`config.mk`:
```
export PLATFORM = sky130hd
export DESIGN_NAME = sbls_ram
export DESIGN_NICKNAME = d
export VERILOG_FILES = /design/src/design/sbls_ram.sv
export SDC_FILE = /design/constraint.sdc
export NUM_CORES = 1
export LEC_CHECK = 0
export BUFFER_PORTS_ARGS = -buffer_cell sky130_fd_sc_hd__buf_2
export CAP_MARGIN = 0
export CORE_ASPECT_RATIO = 0.75
export CORE_UTILIZATION = 50
export DETAILED_ROUTE_END_ITERATION = 10
export GPL_ROUTABILITY_DRIVEN = 0
export PLACE_DENSITY = 0.78
export SYNTH_ARGS = -nofsm -noshare
export SYNTH_HDL_FRONTEND = slang
export SYNTH_SLANG_ARGS = --single-unit
export TNS_END_PERCENT = 5
```
`constraint.sdc`:
```
create_clock -name clk -period 1.8 [get_ports clk]
set_input_delay 0 -clock clk [delete_from_list [all_inputs] [get_ports clk]]
set_output_delay 0 -clock clk [all_outputs]
set_load 0.03 [all_outputs]
```
`src/design/sbls_ram.sv`:
```
`default_nettype none
// Simple dual-port RAM, one write and one registered read per cycle.
module sbls_ram #(
  parameter int Width = 8,
  parameter int Depth = 16,
  localparam int AddrW = $clog2(Depth)
) (
  input  wire logic             clk,
  input  wire logic             wr_en,
  input  wire logic [AddrW-1:0] wr_addr,
  input  wire logic [Width-1:0] wr_data,
  input  wire logic             rd_en,
  input  wire logic [AddrW-1:0] rd_addr,
  output logic      [Width-1:0] rd_data
);

  logic [Width-1:0] mem [Depth];

  always_ff @(posedge clk) begin
    if (wr_en) begin
      mem[wr_addr] <= wr_data;
    end
  end

  always_ff @(posedge clk) begin
    if (rd_en) begin
      rd_data <= mem[rd_addr];
    end
  end

endmodule
`default_nettype wire

```
==> results_dict.tcl, run 1 <==
set metrics [dict create \
    syn2layout_area_growth_pct 19.12 \
    fin_crit_sh 0.8173 \
    cpLargestDelayFamily "multiplexers" \
    finalSetupViolCount 0 \
    path_cells "mux4_1 > a22oi_1 > nand2_1" \
    cts_buffer_depth 2 \
    drt_wl_total_um 10100 \
    finalCriticalPeriod_ns 1.471 \
    dieArea_um2 10870 \
    top_layer "met4" \
    hp-start "wr_data[0]" \
    num_rows 31 \
    status "finished clean" \
    synth_seq_area_share 0.7812 \
    synth_fp_nets 248 \
    required_ns 1.96 \
    p_sw_uw 1439 \
    p_int_uw 5721 \
    ios 27 \
    fp.dieW_um 120.1 \
    critPathKind "flip-flop to flip-flop" \
    grt_max_degree 24 \
    power.density_nw_per_um2 1150 \
    cp_max_fo 1 \
    setup_tns_ns 0 \
    yosysWarningCount 0 \
    worstSetupStartpointType "flip-flop" \
    endpoint_kind "flip-flop" \
    fin_util 0.6296 \
    placedCellCount 397 \
    tritoncts "yes" \
    cts_setup_buffers 0 \
    ant_nets 0 \
    grt_pass1_wl_um 15510 \
    fin_total_pwr_uw 7160 \
    startpoint "mem[10][3]" \
    vdd.ir_drop.worst_mv 0.6964 \
    start_util 0.5285 \
    ys_seq_elements 136 \
    worstPathArrival_ns 1.64 \
    wl_met2_um 4686 \
    slew_headroom 0.5953 \
    cts_max_level 4 \
    seq_power_share 0.501 \
    hold_viol 0 \
    numClockSinks 136 \
    grt_pass1_vias 2498 \
    slowest_stage "mux4_1" \
    num_vias 2518 \
    r2r-start "mem[10][3]" \
    wl_met1_um 4524 \
    power.share.combinational 0.053 \
    regArea_um2 4084 \
    drcViolationCount 0 \
    switching_share 0.2009 \
    synth_cell_type_count 18 \
    cap_violations 0 \
    final_max_slew_viol_count 0 \
    detail_route.first_pass.iterations 5 \
    worstPathBufferInverterCount 0 \
    drive_above_1_share 0.2928 \
    critPathMaxStageDelay_ns 0.52 \
    antenna_found_initial 0 \
    syn_avg_cell_area_um2 22.83 \
    hp-class "input port to flip-flop" \
    fillers 685 \
    total_leakage_power_uw 0.002114 \
    avgRoutedWirePerCell_um 23.16 \
    coreArea_um2 9891 \
    clock_latency_ns 0.42 \
    first_iter_violations 287 \
    power_frac_clock 0.446 \
    port_buffers 26 \
    tightestPinTransition_ns 0.6058 \
    syn_area_um2 5228 \
    grt-ovfl-total 0 \
    wl_met3_um 759 \
    nets 310 \
    root_buffer "clkbuf_16" \
    multiInputGateArea_um2 1057 \
    cts-buffers-inserted 17 \
    rsz0062_at_grt "false" \
    dp_hpwl_um 6447 \
    diodes 0 \
    grt.total_usage 0.2123 \
    layout.cells.non_filler 436 \
    max_freq_ghz 0.6798 \
    holdWs_ns 0.008686 \
    clk_pin_slew_ns 0.06 \
    skew_ns 0.006014 \
    die_h_um 90.55 \
    synthCells 229 \
    routed_via_density 5.775 \
]
what timing repair did:
action                    CTS  global route
gates resized for setup     0             0
hold buffers                6             1
hold endpoints to repair   73             3
per-layer routing:
layer / vias up / track usage
met1: 1304 / 0.3194
met3: 11 / 0.06439
met5: - / 0
li1: 1105 / -
met2: 98 / 0.2902
met4: 0 / 0.08438
cells by family after synthesis:
family                 count (synthesis)  share of synthesized area
AOI/OAI and AO/OA                     16                    0.02298
buffers and inverters                 10                    0.01651
DFF                                  136                     0.7812
muxes                                 32                     0.1479
and+or+nand+nor                       35                    0.03136
final timing paths:
check,slack [ns],end,cells past startpoint
hold / removal,0.009,mem[0][0],1
setup / recovery,0.33,rd_data[3],3
hold reg to reg,0.78,rd_data[3],3
setup reg to reg,0.33,rd_data[3],3
worst register-to-register path, delay by kind of cell, from the launching register on:
family / cells / cell delay (ns)
simple gates: 1 / 0.08
compound gates: 1 / 0.26
mux: 1 / 0.52
flops: 1 / 0.36
synthesized netlist by cell type:
| cell | instances | area share |
|---|---|---|
| nand3_1 | 1 | 0.00096 |
| and2_1 | 1 | 0.0012 |
| clkdlybuf4s25_2 | 3 | 0.0057 |
| or3b_2 | 1 | 0.0017 |
| buf_6 | 3 | 0.0065 |
| nand2b_1 | 2 | 0.0024 |
| and2b_1 | 1 | 0.0014 |
| nand3b_1 | 2 | 0.0029 |
| buf_2 | 3 | 0.0029 |
| nor3_1 | 4 | 0.0038 |
| edfxtp_1 | 136 | 0.78 |
| mux4_2 | 18 | 0.078 |
| buf_4 | 1 | 0.0014 |
| nor2_1 | 13 | 0.0093 |
| nor2b_1 | 1 | 0.0012 |
| nand2_1 | 9 | 0.0065 |
| mux4_1 | 14 | 0.070 |
| a22oi_1 | 16 | 0.023 |
placed cells by master (no fill, tap or decap):
master         synthesis  routed
a22oi_1               16      16
bufinv_16              0       2
buf_12                 0       2
nand3_1                1       1
mux4_2                18      18
clkinv_1               0       5
nand3b_1               2       2
and2b_1                1       1
or3b_2                 1       1
clkbuf_16              0      17
edfxtp_1             136     136
buf_2                  3      26
nor2_1                13      13
mux4_1                14      14
nor3_1                 4       4
dlygate4sd3_1          0       7
buf_4                  1      18
nor2b_1                1       1
clkinvlp_4             0       2
nand2b_1               2       2
clkinv_2               0       3
nand2_1                9       9
clkbuf_1               0       3
and2_1                 1       1
power groups by stage:
stage / Sequential, uW / Clock (uW) / Combinational, uW
floorplan: 3680 / 0 / 180
global placement: 3650 / 0 / 358
detailed placement: 3650 / 0 / 369
CTS: 3590 / 3240 / 380
global route: 3590 / 3390 / 404
finish: 3590 / 3200 / 377
sequential cells by signal, summed over array words and instances (netlist names):
| signal | cells |
|---|---|
| mem | 128 |
| rd_data | 8 |
through the flow:
stage	worst slack (ns)	cell area, um^2
after detailed placement	0.2168	5612
final	0.3289	6227
after floorplan	0.3071	5228
after global placement	0.2631	5612
after global routing	0.2500	6227
after CTS	0.2825	6217
area by class of cell:
cell class,count,share of cell area
Sequential cell,136,0.6558
Multi-Input combinational cell,83,0.1698
Clock buffer,20,0.07012
Timing Repair Buffer,53,0.06028
Tap cell,132,0.02652
Clock inverter,12,0.01748
No activity file was read; power rests on OpenSTA's default activity.
==> inputs of run 2 (changes only) <==
==> constraint.sdc (replaced) <==
create_clock -name clk -period 1.54 [get_ports clk]
set_input_delay 0 -clock clk [delete_from_list [all_inputs] [get_ports clk]]
set_output_delay 0 -clock clk [all_outputs]
set_load 0.03 [all_outputs]
==> run 2 against run 1 <==
  * First-iteration DRC count fell by 12%
  * Highest routed layer unchanged
  * Via count rose by 0.12%
  * Non-clock buffer count rose by 5
  * Sequential cell count did not move
  * Sequential power rose by 17%
  * Setup slack got worse by 0.28 ns
  * Critical path type unchanged
  * Clock skew rose by 0.0032 ns
  * Clock power rose by 11%
  * Utilization rose by 0.39 points
==> results_dict.tcl, run 2 (synthesis gave the netlist of run 1 again) <==
set metrics [dict create \
    worstSetupStartpointType "flip-flop" \
    die_h_um 90.55 \
    ios 27 \
    dpl_cell_area_um2 5667 \
    dp_hpwl_um 6540 \
    num_vias 2521 \
    port_buffers 26 \
    tightestPinTransition_ns 0.3646 \
    drcViolationCount 0 \
    grt_pass1_wl_um 15480 \
    drt_wl_total_um 10280 \
    endpoint_kind "flip-flop" \
    slew_headroom 0.7570 \
    cts_buffer_depth 2 \
    first_iter_violations 252 \
    grt-ovfl-total 0 \
    slowest_stage "mux4_1" \
    required_ns 1.70 \
    setup_tns_ns 0 \
    routed_via_density 5.730 \
    avgRoutedWirePerCell_um 23.37 \
    power.density_nw_per_um2 1307 \
    tritoncts "yes" \
    numClockSinks 136 \
    detail_route.first_pass.iterations 4 \
    dieArea_um2 10870 \
    cts-buffers-inserted 17 \
    syn2layout_area_growth_pct 19.87 \
    holdWs_ns 0.008010 \
    ant_nets 0 \
    antenna_found_initial 0 \
    status "finished clean" \
    fp.dieW_um 120.1 \
    grt_max_degree 33 \
    clock_latency_ns 0.42 \
    regMostFlops "mem" \
    largest_reg_flops 128 \
    clk_pin_slew_ns 0.06 \
    vdd.ir_drop.worst_mv 0.9201 \
    fin_total_pwr_uw 8192 \
    critPathMaxStageDelay_ns 0.56 \
    start_util 0.5285 \
    layout_commonest_cell "edfxtp_1" \
    num_rows 31 \
    worstPathArrival_ns 1.64 \
    hold_viol 0 \
    reg_top3 "mem (128), rd_data (8)" \
    coreArea_um2 9891 \
    hp-class "input port to flip-flop" \
    diodes 0 \
    final_max_slew_viol_count 0 \
    drive_above_1_share 0.3052 \
    root_buffer "clkbuf_16" \
    grt.total_usage 0.2104 \
    skew_ns 0.009233 \
    path_cells "mux4_1 > a22oi_1 > nand2_1" \
    fin_crit_sh 0.9653 \
    cts_max_level 4 \
    cap_violations 0 \
    nets 315 \
    grt_pass1_vias 2526 \
    rsz0062_at_grt "false" \
    cts_setup_buffers 0 \
    cp_max_fo 1 \
    finalSetupViolCount 0 \
    design_area_um2 6266 \
    max_freq_ghz 0.6727 \
    finalCriticalPeriod_ns 1.487 \
    final_cell_mix "edfxtp_1, buf_2, buf_4" \
    critPathKind "flip-flop to flip-flop" \
    total_leakage_power_uw 0.002127 \
]
run 2: area by class of cell:
class | instances | area (um^2)
timing repair buffer | 58 | 440.4
multi-input combinational | 83 | 1059
clock inverter | 13 | 88.84
fill | 672 | 3625
tap | 132 | 165.2
clock buffer | 18 | 429.2
sequential | 136 | 4084
run 2: final timing paths:
kind                            cells past startpoint    endpoint  startpoint  slack, ns
worst max-delay path                                3  rd_data[0]   mem[4][0]       0.05
worst min-delay path                                1   mem[7][3]  wr_data[3]      0.008
worst max register to register                      3  rd_data[0]   mem[4][0]       0.05
worst min register to register                      3  rd_data[6]   mem[8][6]       0.77
run 2: where the power goes:
group / switching [uW] / leakage [uW] / internal, uW
Sequential: 22.3 / 0.00124 / 4170
Combinational: 266 / 0.000647 / 193
Clock: 1380 / 0.000244 / 2150
Total: 1670 / 0.00213 / 6520
run 2: what timing repair did:
item / CTS / global route
setup endpoints to repair: 0 / 2
resized for setup: 0 / 2
hold buffers: 7 / 1
endpoints found under the hold margin: 104 / 4
run 2: stage by stage:
| step | utilization | cells | worst slack [ns] |
|---|---|---|---|
| detailed placement | 0.5729 | 401 | -0.08460 |
| global route | 0.6335 | 440 | 0.004390 |
| finish | 0.6335 | 440 | 0.05346 |
| CTS | 0.6324 | 439 | 0.01519 |
| global placement | 0.5729 | 401 | -0.04942 |
| floorplan | - | 229 | 0.04713 |
run 2: critical path, delay by kind of cell (launching register included):
kind	cells	cell delay (ns)
AOI/OAI and AO/OA	1	0.22
DFF	1	0.37
muxes	1	0.56
and+or+nand+nor	1	0.09
run 2: layer usage:
metal / global-route usage / wire length, um / vias up / part of all wire
met2: 0.2874 / 4672 / 117 / 0.45
met3: 0.05997 / 1035 / 12 / 0.10
met5: 0 / 0 / - / 0
met1: 0.3249 / 4475 / 1271 / 0.44
li1: - / - / 1121 / -
met4: 0.07188 / 101 / 0 / 0.0098
==> inputs of run 3 (changes only) <==
--- a/config.mk
+++ b/config.mk
@@ -11,7 +11,7 @@
 export CORE_UTILIZATION = 50
 export DETAILED_ROUTE_END_ITERATION = 10
 export GPL_ROUTABILITY_DRIVEN = 0
-export PLACE_DENSITY = 0.78
+export PLACE_DENSITY = 0.81
 export SYNTH_ARGS = -nofsm -noshare
 export SYNTH_HDL_FRONTEND = slang
 export SYNTH_SLANG_ARGS = --single-unit
==> constraint.sdc (replaced) <==
create_clock -name clk -period 1.33 [get_ports clk]
set_input_delay 0 -clock clk [delete_from_list [all_inputs] [get_ports clk]]
set_output_delay 0 -clock clk [all_outputs]
set_load 0.03 [all_outputs]
==> run 3 against run 2 <==
  * The run now ends with setup timing left
  * Non-clock buffer count unchanged
  * Register-to-register slack worse by 0.15 ns
  * Via count up 3.5%
  * Sequential cell count unchanged
  * Clock skew up 0.0031 ns
  * Utilization up 0.43 points
  * Die area unchanged
  * Routed wire length up 1.8%
  * Design area up 0.68%
  * Clock-buffer cell count up 1
==> results_dict.tcl, run 3 (synthesis gave the netlist of run 1 again) <==
set metrics [dict create \
    endpoint_kind "flip-flop" \
    coreArea_um2 9891 \
    layout.cells.non_filler 440 \
    p_sw_uw 1951 \
    cpLargestDelayFamily "multiplexers" \
    finalSetupViolCount 8 \
    place_ws_ns -0.1888 \
    first_iter_violations 297 \
    finalCriticalPeriod_ns 1.422 \
    dieArea_um2 10870 \
    die_h_um 90.55 \
    status "finished, violations left" \
    fin_crit_sh 1.069 \
    required_ns 1.49 \
    grt.total_usage 0.2109 \
    seq_power_share 0.501 \
    startpoint "mem[3][7]" \
    power_frac_clock 0.443 \
    worstSetupStartpointType "flip-flop" \
    numClockSinks 136 \
    final_cell_mix "edfxtp_1, mux4_2, buf_2" \
    port_buffers 26 \
    max_freq_ghz 0.7034 \
    switching_share 0.2009 \
    skew_ns 0.01235 \
    hp-class "input port to flip-flop" \
    path_cells "mux4_2 > a22oi_2 > nand2_1" \
    hp-start "wr_data[1]" \
    antenna_found_initial 0 \
    rsz0062_at_grt "true" \
    drt_wl_total_um 10470 \
    drive_above_1_share 0.3766 \
    largest_reg_flops 128 \
    num_vias 2609 \
    critPathMaxStageDelay_ns 0.51 \
    nets 315 \
    setup_ws_ns -0.09158 \
    placedCellCount 401 \
    num_rows 31 \
    dp_hpwl_um 6626 \
    p_int_uw 7759 \
    slew_headroom 0.3584 \
    clk_pin_slew_ns 0.06 \
    cts_setup_buffers 0 \
    cts_buffer_depth 2 \
    fp.dieW_um 120.1 \
    worstPathArrival_ns 1.58 \
    clock_latency_ns 0.42 \
    power.density_nw_per_um2 1539 \
    failed_checks "setup timing" \
    tritoncts "yes" \
    cts-buffers-inserted 17 \
    avgRoutedWirePerCell_um 23.79 \
    drcViolationCount 0 \
    start_util 0.5285 \
    tightestPinTransition_ns 0.9589 \
    dpl_cell_area_um2 5659 \
    reg_top3 "mem (128), rd_data (8)" \
    cts_max_level 4 \
    power.share.combinational 0.056 \
    syn2layout_area_growth_pct 20.68 \
    detail_route.first_pass.iterations 4 \
    total_leakage_power_uw 0.002114 \
    cap_violations 0 \
    vdd.ir_drop.worst_mv 1.114 \
    critPathKind "flip-flop to flip-flop" \
    regMostFlops "mem" \
    routed_via_density 5.930 \
    ios 27 \
    ant_nets 0 \
    root_buffer "clkbuf_16" \
    cp_max_fo 1 \
    grt-ovfl-total 0 \
    design_area_um2 6309 \
    final_max_slew_viol_count 0 \
    slowest_stage "mux4_2" \
    grt_max_degree 21 \
    layout_commonest_cell "edfxtp_1" \
    r2r-start "mem[3][7]" \
    grt_pass1_wl_um 15680 \
    worstPathBufferInverterCount 0 \
    hold_viol 0 \
    grt_pass1_vias 2753 \
    diodes 0 \
]
==> run 3: cell types whose count changed in the layout (fill, tap and decap cells not counted), sizes merged <==
cell / change
clkinvlp: -1
clkinv: -1
clkbuf: +1
bufinv: +1
==> run 3: through the flow <==
| step | total power, uW | util | hold slack (ns) | TNS (ns) |
|---|---|---|---|---|
| finish | 9710 | 0.6378 | 0.01036 | -0.4771 |
| global route | 10010 | 0.6378 | 0.007189 | -0.7677 |
| CTS | 9764 | 0.6345 | 0.001780 | -0.6504 |
| detailed placement | 5441 | 0.5722 | 0.3736 | -1.193 |
| global placement | 5418 | 0.5722 | 0.3718 | -0.9951 |
| floorplan | 5224 | - | 0.09887 | 0 |
==> run 3: worst paths after layout <==
kind	endpoint	slack [ns]	depth (start not counted)
hold / removal	mem[15][1]	0.01	1
setup reg to reg	rd_data[7]	-0.09	3
hold reg to reg	rd_data[3]	0.74	3
setup / recovery	rd_data[7]	-0.09	3
==> run 3: timing repair <==
item / 4_1_cts / 5_1_grt
pin swaps: 8 / 4
setup endpoints to repair: 8 / 8
endpoints found under the hold margin: 120 / 0
gates cloned: 0 / 0
hold buffers: 8 / 0
gates resized for setup: 11 / 10
==> run 3: area by class of cell <==
type                            count  area [um^2]
Sequential cell                   136         4084
Timing Repair Buffer               58        427.9
Multi-Input combinational cell     83         1089
Clock buffer                       19        432.9
Tap cell                          132        165.2
Clock inverter                     12        110.1
Fill cell                         657         3582
==> run 3: worst register-to-register path, stage by stage, from the launching register on <==
cell      delay, ns
edfxtp_1       0.40
mux4_2         0.51
a22oi_2        0.18
nand2_1        0.09
==> run 3: power by group through the flow <==
stage | combinational [uW] | sequential, uW | clock [uW]
after CTS | 527 | 4860 | 4370
after global routing | 578 | 4870 | 4560
after global placement | 476 | 4940 | 0
final | 541 | 4860 | 4310
after detailed placement | 493 | 4950 | 0
after floorplan | 244 | 4980 | 0
==> run 3: per-layer routing <==
metal	global-route usage	vias to the layer above	routed length [um]
met5	0	-	0
met3	0.06313	17	771
li1	-	1113	-
met1	0.2869	1354	4410
met2	0.3190	125	5109
met4	0.08854	0	176
